--- src/rtl/b64d_pkg.sv ---
package b64d_pkg;

   localparam logic [7:0] PAD_CODE = 8'h3D;
   localparam int NUM_RESULTS = 3;
   localparam int SEXTET_W = 6;
   localparam int BUFFER_W = 3 * SEXTET_W;

   typedef enum logic [1:0] {
      ERR_NONE   = 2'd0,
      ERR_CHAR   = 2'd1,
      ERR_PAD    = 2'd2,
      ERR_LENGTH = 2'd3
   } error_kind_type;

   typedef struct packed {
      logic [7:0] char_code;
      logic       end_of_text;
   } req_type;

   typedef struct packed {
      logic [7:0]     data_byte;
      logic           end_of_run;
      logic           end_of_output;
      error_kind_type error_kind;
   } rsp_type;

   typedef struct packed {
      logic [1:0]          group_position;
      logic [BUFFER_W-1:0] sextet_buffer;
      logic [1:0]          pad_seen;
      logic                error_latched;
   } state_type;

   typedef struct packed {
      logic                valid;
      logic [SEXTET_W-1:0] value;
   } sextet_type;

   function automatic sextet_type sextet_of(input logic [7:0] c);
      sextet_type s;
      s.valid = 1'b1;
      s.value = '0;
      case (c) inside
         [8'h41:8'h5A]: s.value = SEXTET_W'(c - 8'h41);
         [8'h61:8'h7A]: s.value = SEXTET_W'(c - 8'h61 + 8'd26);
         [8'h30:8'h39]: s.value = SEXTET_W'(c - 8'h30 + 8'd52);
         8'h2B:         s.value = SEXTET_W'(62);
         8'h2F:         s.value = SEXTET_W'(63);
         default:       s.valid = 1'b0;
      endcase
      return s;
   endfunction

endpackage

--- src/rtl/b64d_decode.sv ---
module b64d_decode
   import b64d_pkg::*;
(
   input  state_type                    state,
   input  req_type                      req,
   output state_type                    state_next,
   output rsp_type [NUM_RESULTS-1:0]    results,
   output logic [1:0]                   result_count
);

   sextet_type     sx;
   logic [SEXTET_W-1:0] s0, s1, s2, s3;
   logic [7:0]     bytes [NUM_RESULTS];
   logic [1:0]     pad_next;
   logic [1:0]     nbytes;
   error_kind_type err;
   logic           last;

   assign sx   = sextet_of(req.char_code);
   assign last = req.end_of_text;
   assign s0   = state.sextet_buffer[BUFFER_W-1 -: SEXTET_W];
   assign s1   = state.sextet_buffer[2*SEXTET_W-1 -: SEXTET_W];
   assign s2   = state.sextet_buffer[SEXTET_W-1:0];

   always_comb begin
      err      = ERR_NONE;
      pad_next = state.pad_seen;
      s3       = '0;
      if (req.char_code == PAD_CODE) begin
         if (state.group_position < 2'd2 || state.pad_seen >= 2'd2) begin
            err = ERR_PAD;
         end else if (state.group_position == 2'd2) begin
            pad_next = 2'd1;
         end else begin
            pad_next = state.pad_seen + 2'd1;
            if (!last) begin
               err = ERR_PAD;
            end
         end
      end else if (!sx.valid) begin
         err = ERR_CHAR;
      end else if (state.pad_seen != 2'd0) begin
         err = ERR_PAD;
      end else begin
         s3 = sx.value;
      end
   end

   assign bytes[0] = {s0, s1[5:4]};
   assign bytes[1] = {s1[3:0], s2[5:2]};
   assign bytes[2] = {s2[1:0], s3};
   assign nbytes   = (pad_next == 2'd0) ? 2'd3 : (pad_next == 2'd1) ? 2'd2 : 2'd1;

   always_comb begin
      state_next   = state;
      result_count = 2'd0;
      results      = '0;
      if (state.error_latched) begin
         if (last) begin
            state_next = '0;
         end
      end else if (err != ERR_NONE) begin
         result_count              = 2'd1;
         results[0].end_of_run     = 1'b1;
         results[0].end_of_output  = last;
         results[0].error_kind     = err;
         if (last) begin
            state_next = '0;
         end else begin
            state_next.error_latched = 1'b1;
         end
      end else if (state.group_position < 2'd3) begin
         state_next.sextet_buffer  = {state.sextet_buffer[2*SEXTET_W-1:0], s3};
         state_next.group_position = state.group_position + 2'd1;
         state_next.pad_seen       = pad_next;
         if (last) begin
            state_next                = '0;
            result_count              = 2'd1;
            results[0].end_of_run     = 1'b1;
            results[0].end_of_output  = 1'b1;
            results[0].error_kind     = ERR_LENGTH;
         end
      end else begin
         state_next   = '0;
         result_count = nbytes;
         for (int k = 0; k < NUM_RESULTS; k++) begin
            results[k].data_byte     = bytes[k];
            results[k].end_of_run    = (2'(k + 1) == nbytes);
            results[k].end_of_output = (2'(k + 1) == nbytes) && last;
            results[k].error_kind    = ERR_NONE;
         end
      end
   end

endmodule

--- src/rtl/base64_decoder_checked.sv ---
// Streaming base64 decoder for the standard alphabet. One character is taken per
// transaction, with end_of_text on the final character of the text; every fourth
// character completes a group and yields one to three byte results, and a bad
// character, misplaced padding or a bad length yields a single error result, after
// which input is dropped up to the end flag. A character is accepted every cycle
// unless the input stalls: it is held in the input register, decoded there against
// the group state, and its results are registered in a three-entry result register
// that issues one per cycle while rsp_stall is low. The input stalls only while
// results of an earlier character remain that are not all taken in that cycle and
// the new one produces results too, so the sustained rate is one character per cycle
// on valid text while rsp_stall is low (three bytes per four characters).
module base64_decoder_checked
   import b64d_pkg::*;
(
   input  logic    clock,
   input  logic    reset,
   input  logic    req_valid,
   output logic    req_stall,
   input  req_type req_data,
   output logic    rsp_valid,
   input  logic    rsp_stall,
   output rsp_type rsp_data
);

   logic                      req_valid_ff, req_valid_in;
   req_type                   req_ff, req_in;
   state_type                 state_ff, state_in, state_dec;
   rsp_type [NUM_RESULTS-1:0] res_ff, res_in, res_dec;
   logic [1:0]                cnt_ff, cnt_in, cnt_dec;
   logic                      pop, free, consume;

   b64d_decode u_decode (
      .state        (state_ff),
      .req          (req_ff),
      .state_next   (state_dec),
      .results      (res_dec),
      .result_count (cnt_dec)
   );

   assign rsp_valid = (cnt_ff != 2'd0);
   assign rsp_data  = res_ff[0];
   assign pop       = rsp_valid && !rsp_stall;
   assign free      = (cnt_ff == 2'd0) || (cnt_ff == 2'd1 && pop);
   assign consume   = req_valid_ff && (free || cnt_dec == 2'd0);
   assign req_stall = req_valid_ff && !consume;

   always_comb begin
      req_valid_in = req_valid_ff;
      req_in       = req_ff;
      if (!req_stall) begin
         req_valid_in = req_valid;
         req_in       = req_data;
      end
   end

   assign state_in = consume ? state_dec : state_ff;

   always_comb begin
      res_in = res_ff;
      cnt_in = cnt_ff;
      if (consume && cnt_dec != 2'd0) begin
         res_in = res_dec;
         cnt_in = cnt_dec;
      end else if (pop) begin
         res_in = {rsp_type'('0), res_ff[NUM_RESULTS-1:1]};
         cnt_in = cnt_ff - 2'd1;
      end
   end

   always_ff @(posedge clock) begin
      if (reset) begin
         req_valid_ff <= 1'b0;
         state_ff     <= '0;
         cnt_ff       <= 2'd0;
      end else begin
         req_valid_ff <= req_valid_in;
         state_ff     <= state_in;
         cnt_ff       <= cnt_in;
      end
   end

   always_ff @(posedge clock) begin
      req_ff <= req_in;
      res_ff <= res_in;
   end

`ifndef SYNTHESIS
   a_reset_idle: assert property (@(posedge clock) reset |=> !rsp_valid && !req_valid_ff)
      else $error("results pending after reset");

   a_error_shape: assert property (@(posedge clock) disable iff (reset)
      rsp_valid && rsp_data.error_kind != ERR_NONE |->
         rsp_data.data_byte == 8'd0 && rsp_data.end_of_run)
      else $error("error result carries data or is not last of its run");

   a_output_end: assert property (@(posedge clock) disable iff (reset)
      rsp_valid && rsp_data.end_of_output |-> rsp_data.end_of_run && cnt_ff == 2'd1)
      else $error("end of output not on the last pending result");

   a_input_hold: assert property (@(posedge clock) disable iff (reset)
      req_valid_ff && !consume |=> req_valid_ff && $stable(req_ff))
      else $error("held character changed while stalled");
`endif

endmodule
--- config.mk ---
export PLATFORM = sky130hd
export DESIGN_NAME = base64_decoder_checked
export DESIGN_NICKNAME = d
export VERILOG_FILES = /design/src/rtl/b64d_pkg.sv /design/src/rtl/b64d_decode.sv /design/src/rtl/base64_decoder_checked.sv
export SDC_FILE = /design/constraint.sdc
export NUM_CORES = 1
export LEC_CHECK = 0
export BUFFER_PORTS_ARGS = -buffer_cell sky130_fd_sc_hd__buf_2
export CAP_MARGIN = 10
export CELL_PAD_IN_SITES_DETAIL_PLACEMENT = 0
export CELL_PAD_IN_SITES_GLOBAL_PLACEMENT = 2
export CORE_UTILIZATION = 40
export CTS_CLUSTER_SIZE = 8
export DETAILED_ROUTE_END_ITERATION = 7
export GPL_TIMING_DRIVEN = 0
export PLACE_DENSITY_LB_ADDON = 0.1
export SYNTH_ARGS = -nofsm -noshare
export SYNTH_HDL_FRONTEND = slang
export SYNTH_SLANG_ARGS = --single-unit
--- constraint.sdc ---
create_clock -name clock -period 5.7 [get_ports clock]
set_clock_uncertainty 0.2 [all_clocks]
set_input_delay 1.14 -clock clock [delete_from_list [all_inputs] [get_ports clock]]
set_output_delay 1.14 -clock clock [all_outputs]
set_load 0.005 [all_outputs]
* Word-level counts from Yosys, hierarchy flattened
Index checks and enable logic that the tools add are counted.
** Storage, ports and cells
- Bits in registers :: 71
- Bits of input ports :: 13
- Output and inout bits :: 14
** Operators by class
- Add/subtract/negate cells :: 8
- Order comparisons :: 9
- Equality and inequality tests :: 11
- Muxes and demuxes :: 45
- Reductions and logical operators :: 25
** Operators by type and width (number)
- 23-bit 2-to-1 mux :: 5
- 36-bit 2-to-1 mux :: 3
- 32-bit 2-to-1 mux :: 2
- 6-bit 2-to-1 mux :: 8
- 2-bit 2-to-1 mux :: 16
- 8-bit by 6-bit equality test with 1-bit output, second input constant :: 3
- 22-bit 2-to-1 mux :: 1
- 8-bit by 7-bit greater-or-equal comparator with 1-bit output, second input constant :: 2
- 8-bit by 7-bit <= comparator with 1-bit output, second input constant :: 2
- 4-bit 2-to-1 mux :: 3
- 6-bit subtractor, second input constant :: 2
- 1-bit logical AND :: 11
- 2-bit nonzero test :: 5
- 8-bit by 6-bit greater-or-equal comparator with 1-bit output, second input constant :: 1
- 8-bit by 6-bit <= comparator with 1-bit output, second input constant :: 1
- 1-bit 2-to-1 mux :: 7
- 6-bit by 5-bit adder with 6-bit output, second input constant :: 1
- 6-bit adder, second input constant :: 1
- 2-bit logical NOT :: 3
- 6-bit by 1-bit subtractor with 6-bit output, second input constant :: 1
- 2-bit by 1-bit adder with 2-bit output, second input constant :: 2
- 2-bit by 1-bit equality test with 1-bit output, second input constant :: 2
- 2-bit equality test, first input constant :: 2
- 2-bit less-than comparator, second input constant :: 2
- other kinds (8) :: 12

* Longest topological paths before layout
- Word-level depth :: 16
- Depth in mapped cells :: 12
- Mapped depth without buffers :: 9

* Cells and area by module
From an unflattened synthesis, not the netlist that was laid out.
** Second synthesis, totals
- Cells, all modules :: 433
- Area total of the unflattened synthesis :: 4453.0 sq um
** By module, submodules not included
- base64_decoder_checked :: instances 1, cells an instance 230, area each 2986.6 sq um, seq. area each 1871.8 sq um
- b64d_decode :: instances 1, cells an instance 203, area each 1466.4 sq um, seq. area each 0.0 sq um

* Worst setup path after synthesis
Ideal clock, no wire load.
- Path type :: flip-flop to flip-flop
- Start point :: register req_ff[3] (netlist name)
- End point :: register res_ff[14] (netlist name) (enable)
- Library setup time :: 0.667 ns
- Arrival :: 3.323 ns
- Data required time :: 4.833 ns
- Path slack :: 1.510 ns
- Cell stages (with the launch flop) :: 11
- Buffers on the path :: 2
- Clock period less this slack :: 4.190 ns
- Path through :: edfxtp_1 > clkbuf_1 > inv_1 > ha_1 > a21o_1 > a311oi_1 > o21ai_1 > a21oi_2 > buf_6 > a21o_2 > o21ai_0
** On the way
- Longest elaborated chain between the ends :: 16
- Elaborated cells on any way between the ends :: 34
- Those cells by class :: 6 x order compare; 4 x eq/ne; 13 x mux; 11 x reduce/logical
** Ends and longest elaborated chain
- start, declared :: RTL line base64_decoder_checked.sv:26 : req_type req_ff, req_in;
- start signal, assigned :: RTL line base64_decoder_checked.sv:83 : req_ff <= req_in;
- parallel branches: the longest is 9 deep, another holds 8-bit by 6-bit greater-or-equal comparator with 1-bit output
- 2-bit 2-to-1 mux * :: RTL line b64d_decode.sv:62 : end else if (err != ERR_NONE) begin
- 2-bit 2-to-1 mux * :: RTL line b64d_decode.sv:58 : if (state.error_latched) begin
- 2-bit logical NOT :: RTL line base64_decoder_checked.sv:44 : assign consume = req_valid_ff && (free || cnt_dec == 2'd0);
- 1-bit logical OR :: RTL line base64_decoder_checked.sv:44
- 1-bit logical AND :: RTL line base64_decoder_checked.sv:44
- 1-bit logical AND * :: RTL line base64_decoder_checked.sv:61 : if (consume && cnt_dec != 2'd0) begin
- 2-bit nonzero test (no line) *
- end signal, assigned :: RTL line base64_decoder_checked.sv:84 : res_ff <= res_in;
- end, declared :: RTL line base64_decoder_checked.sv:28 : rsp_type [NUM_RESULTS-1:0] res_ff, res_in, res_dec;
Every way passes the cells marked *.
A chain may end at the register's enable or synchronous reset.

* Final worst setup path
- Start point :: register req_ff[3] (netlist name)
- End point :: output req_stall
** On the way
- Longest elaborated chain between the ends :: 16
- Elaborated cells on any way between the ends :: 33
- Those cells by class :: 6 x order compare; 4 x eq/ne; 13 x mux; 10 x reduce/logical
** Ends and longest elaborated chain
- parallel branches: the longest is 9 deep, another holds 8-bit by 6-bit greater-or-equal comparator with 1-bit output
- 2-bit 2-to-1 mux * :: RTL line b64d_decode.sv:62
- 2-bit 2-to-1 mux * :: RTL line b64d_decode.sv:58
- 2-bit logical NOT * :: RTL line base64_decoder_checked.sv:44
- 1-bit logical OR * :: RTL line base64_decoder_checked.sv:44
- 1-bit logical AND * :: RTL line base64_decoder_checked.sv:44
- 1-bit logical NOT * :: RTL line base64_decoder_checked.sv:45 : assign req_stall = req_valid_ff && !consume;
- 1-bit logical AND * :: RTL line base64_decoder_checked.sv:45
- end, declared :: RTL line base64_decoder_checked.sv:18 : output logic req_stall,
Marked as above.

==> run metrics <==
status=finished clean; Hold Fails Final Rpt=0; startpoint types=flop; fmax=0.191 GHz; latest clock arrival within the worst-skew pair=0.33 ns; Worst EP arrival=3.88 ns; design area=0.00389 mm²; top post-synthesis cells by area=edfxtp_1, dfxtp_1, a22o_1; max_cap viols=0; drt first pass iters=4; final net count=368; # clock sinks=67; area leader, netlist=edfxtp_1; top-count cell post-synth=edfxtp_1; worst hold endpoint=state_ff[20]$_SDFFE_PP0P_; CTS Buf Count=9; CTS tree=yes; pwr/cell area=380 mW/mm²; crit path kind=flop to primary output; first-pass GRT wire length=11800 µm; Critical Path RT=4.36 ns; Routed Antenna Nets=0; Slew HR=53.8%; Hold Startpoint=state_ff[20]$_SDFFE_PP0P_; Synthesized Nets=330; kind of end point of the critical path=primary output; GPL Wtd Cong=0.802; Ant. Diodes=0; vias in the first global route=2338; CTS Hold Bufs=0; DP HPWL=5260 µm; post-route core utilization=47.1%; FF-to-FF path depth=10; FP Rows=33; CTS H-Tree Depth=3; CP delay by family, top=compound AO/OA/AOI/OAI gates; Peak VDD IR=0.178 mV; initial antenna violation count=0; Crit Reg-Reg Startpoint=req_ff[3]$_DFFE_PN_; Seq/Total Area, Yosys=51.1%; Vias/cell=5.25; actual slew at the worst max-slew pin=0.688 ns; Avg WL per Cell=15.9 µm; minimum clock period=5.22 ns; hold crit path type=flop to flop; total gr overflow=0; final worst path period share=91.6%; Post-synth EDFFs=41; Slew Viols, Final=0; share of layout cells above drive strength 1=23.5%; largest net degree at the start of global routing=26; Mapped Cells=302; post-cts resize count=0; core area=0.00826 mm²; 1st-iter DRT viols=82; TNS Setup=0 ns; crit-path max FO=11; PortBufs=26; Post-Syn Area=0.00343 mm²; PnR worst setup slack=0.476 ns; clk slew on worst S/H paths=0.07 ns; DP Area=0.00372 mm²; slowest CP cell=a311oi_1; worst slack at placement=0.792 ns; Worst R2R End=req_ff[3]$_DFFE_PN_; Setup violations, final=0; RSZ-0062 raised after global routing=no; Die ar.=0.00894 mm²; R2R setup slack=1.79 ns; CP dominant cell by count=inv_1; setup bufs post-CTS=0; Leak=0.00150 µW; post-synth top area share=35.9%; hold depth=1; Remaining DRCs=0; CP Buf/Inv Count=5; Die W=94.5 µm; most frequent cells after synthesis=edfxtp_1, a22o_1, dfxtp_1, inv_1, a21oi_1; CTS Root Cell=clkbuf_8; Ys Warns=0; Avg Cell Area, Syn=11.3 µm²; num ports=27; flops & latches, synth=67; initial cell density of the core=41.5%; Main synth FF type=edfxtp_1; Area growth syn-to-layout=13.5%; final wirelength=7160 µm; gr usage total=17.6%; die height=94.5 µm; largest stage delay on the critical path=0.62 ns; async set-reset flop share out of synthesis=0%; Pwr Total=1480 µW; DR vias=2362; clk buf depth=2; worst-path cell chain=clkbuf_1 -> inv_1 -> ha_1 -> a21o_1 -> a311oi_1 -> o21ai_1 -> a21oi_2 -> buf_6 -> a21o_2 -> nand3b_1 -> inv_1 -> buf_2; post-synth cell types=56
cell type report:
cell class | count | area, µm²
Fill cell | 796 | 4370
Buffer | 25 | 186
Sequential cell | 67 | 1750
Inverter | 17 | 63.8
Clock inverter | 7 | 45.0
Multi-Input combinational cell | 193 | 1440
Tap cell | 105 | 131
Clock buffer | 9 | 124
Timing Repair Buffer | 27 | 150
cell usage in the layout (no fill, tap or decap), types with 2 or more instances in the layout:
master      n
buf_4      13
o2bb2ai_1   5
clkinv_4    2
nand2_1    15
edfxtp_1   41
o22ai_1     3
dfxtp_1    26
xor2_1      4
inv_1      17
nor3_1      6
clkbuf_8    9
clkbuf_1    2
a21o_2      2
a31oi_1     2
o21a_1      2
nor4_1      4
and3_2      2
a21oi_1    16
clkinv_2    4
nand3_1     3
ha_1       15
nand2b_1    3
o21ai_0    11
nand3b_1    2
a22o_1     33
buf_6       5
nor2_1     13
buf_2      31
nor2b_1     4
a21o_1      3
nor3b_1     3
and2_1     10
a311oi_1    3
o31ai_1     3
registers in the layout (all words and copies together), names as in the netlist:
signal and count:
cnt_ff 2, req_ff 9, state_ff 23, rsp_data 12
req_valid_ff 1, res_ff 20
power breakdown:
part / total [µW] / switching, µW / internal (µW)
sequential: 698 / 42.5 / 656
combinational: 440 / 232 / 208
clock: 338 / 182 / 156
through the flow:
stage	cells	hold WS, ns
CTS	450	0.286
finish	450	0.283
detailed placement	434	0.268
global placement	433	0.264
global route	450	0.308
floorplan	302	0.250
worst reg2reg max path, delay by kind of cell (launching register included):
family                   cells  cell delay, ns
AND/OR/NAND/NOR              1            0.41
flip-flops                   1            0.40
AO/OA/AOI/OAI                5            1.51
adder cells (fa/ha/maj)      1            0.30
buffers and inverters        3            0.72
routing by layer:
metal | track usage [%] | vias up | share of wire, %
met5 | 0 | - | 0
met4 | 5.30 | 0 | 0.60
met3 | 3.38 | 4 | 2.7
met2 | 30.7 | 41 | 47
met1 | 22.0 | 1117 | 50
li1 | - | 1200 | -
kinds of logic after synthesis:
group                      share of synthesized area, %
and+or+nand+nor                                    13.3
AOI/OAI and AO/OA                                  20.9
xor gates and xnor gates                           1.28
adders and majority gates                          5.48
muxes                                             0.621
DFF                                                51.1
buffers and inverters                              7.30
worst max-delay path by stage:
stage                                    from              endpoint  cells after the start
after floorplan           req_ff[3]$_DFFE_PN_  res_ff[14]$_DFFE_PP_                     10
after global placement    req_ff[3]$_DFFE_PN_  res_ff[17]$_DFFE_PP_                     10
after detailed placement  req_ff[3]$_DFFE_PN_             req_stall                     12
after CTS                 req_ff[3]$_DFFE_PN_             req_stall                     12
after global routing      req_ff[3]$_DFFE_PN_             req_stall                     12
final                     req_ff[3]$_DFFE_PN_             req_stall                     12
No activity file was read; power rests on OpenSTA's default activity.
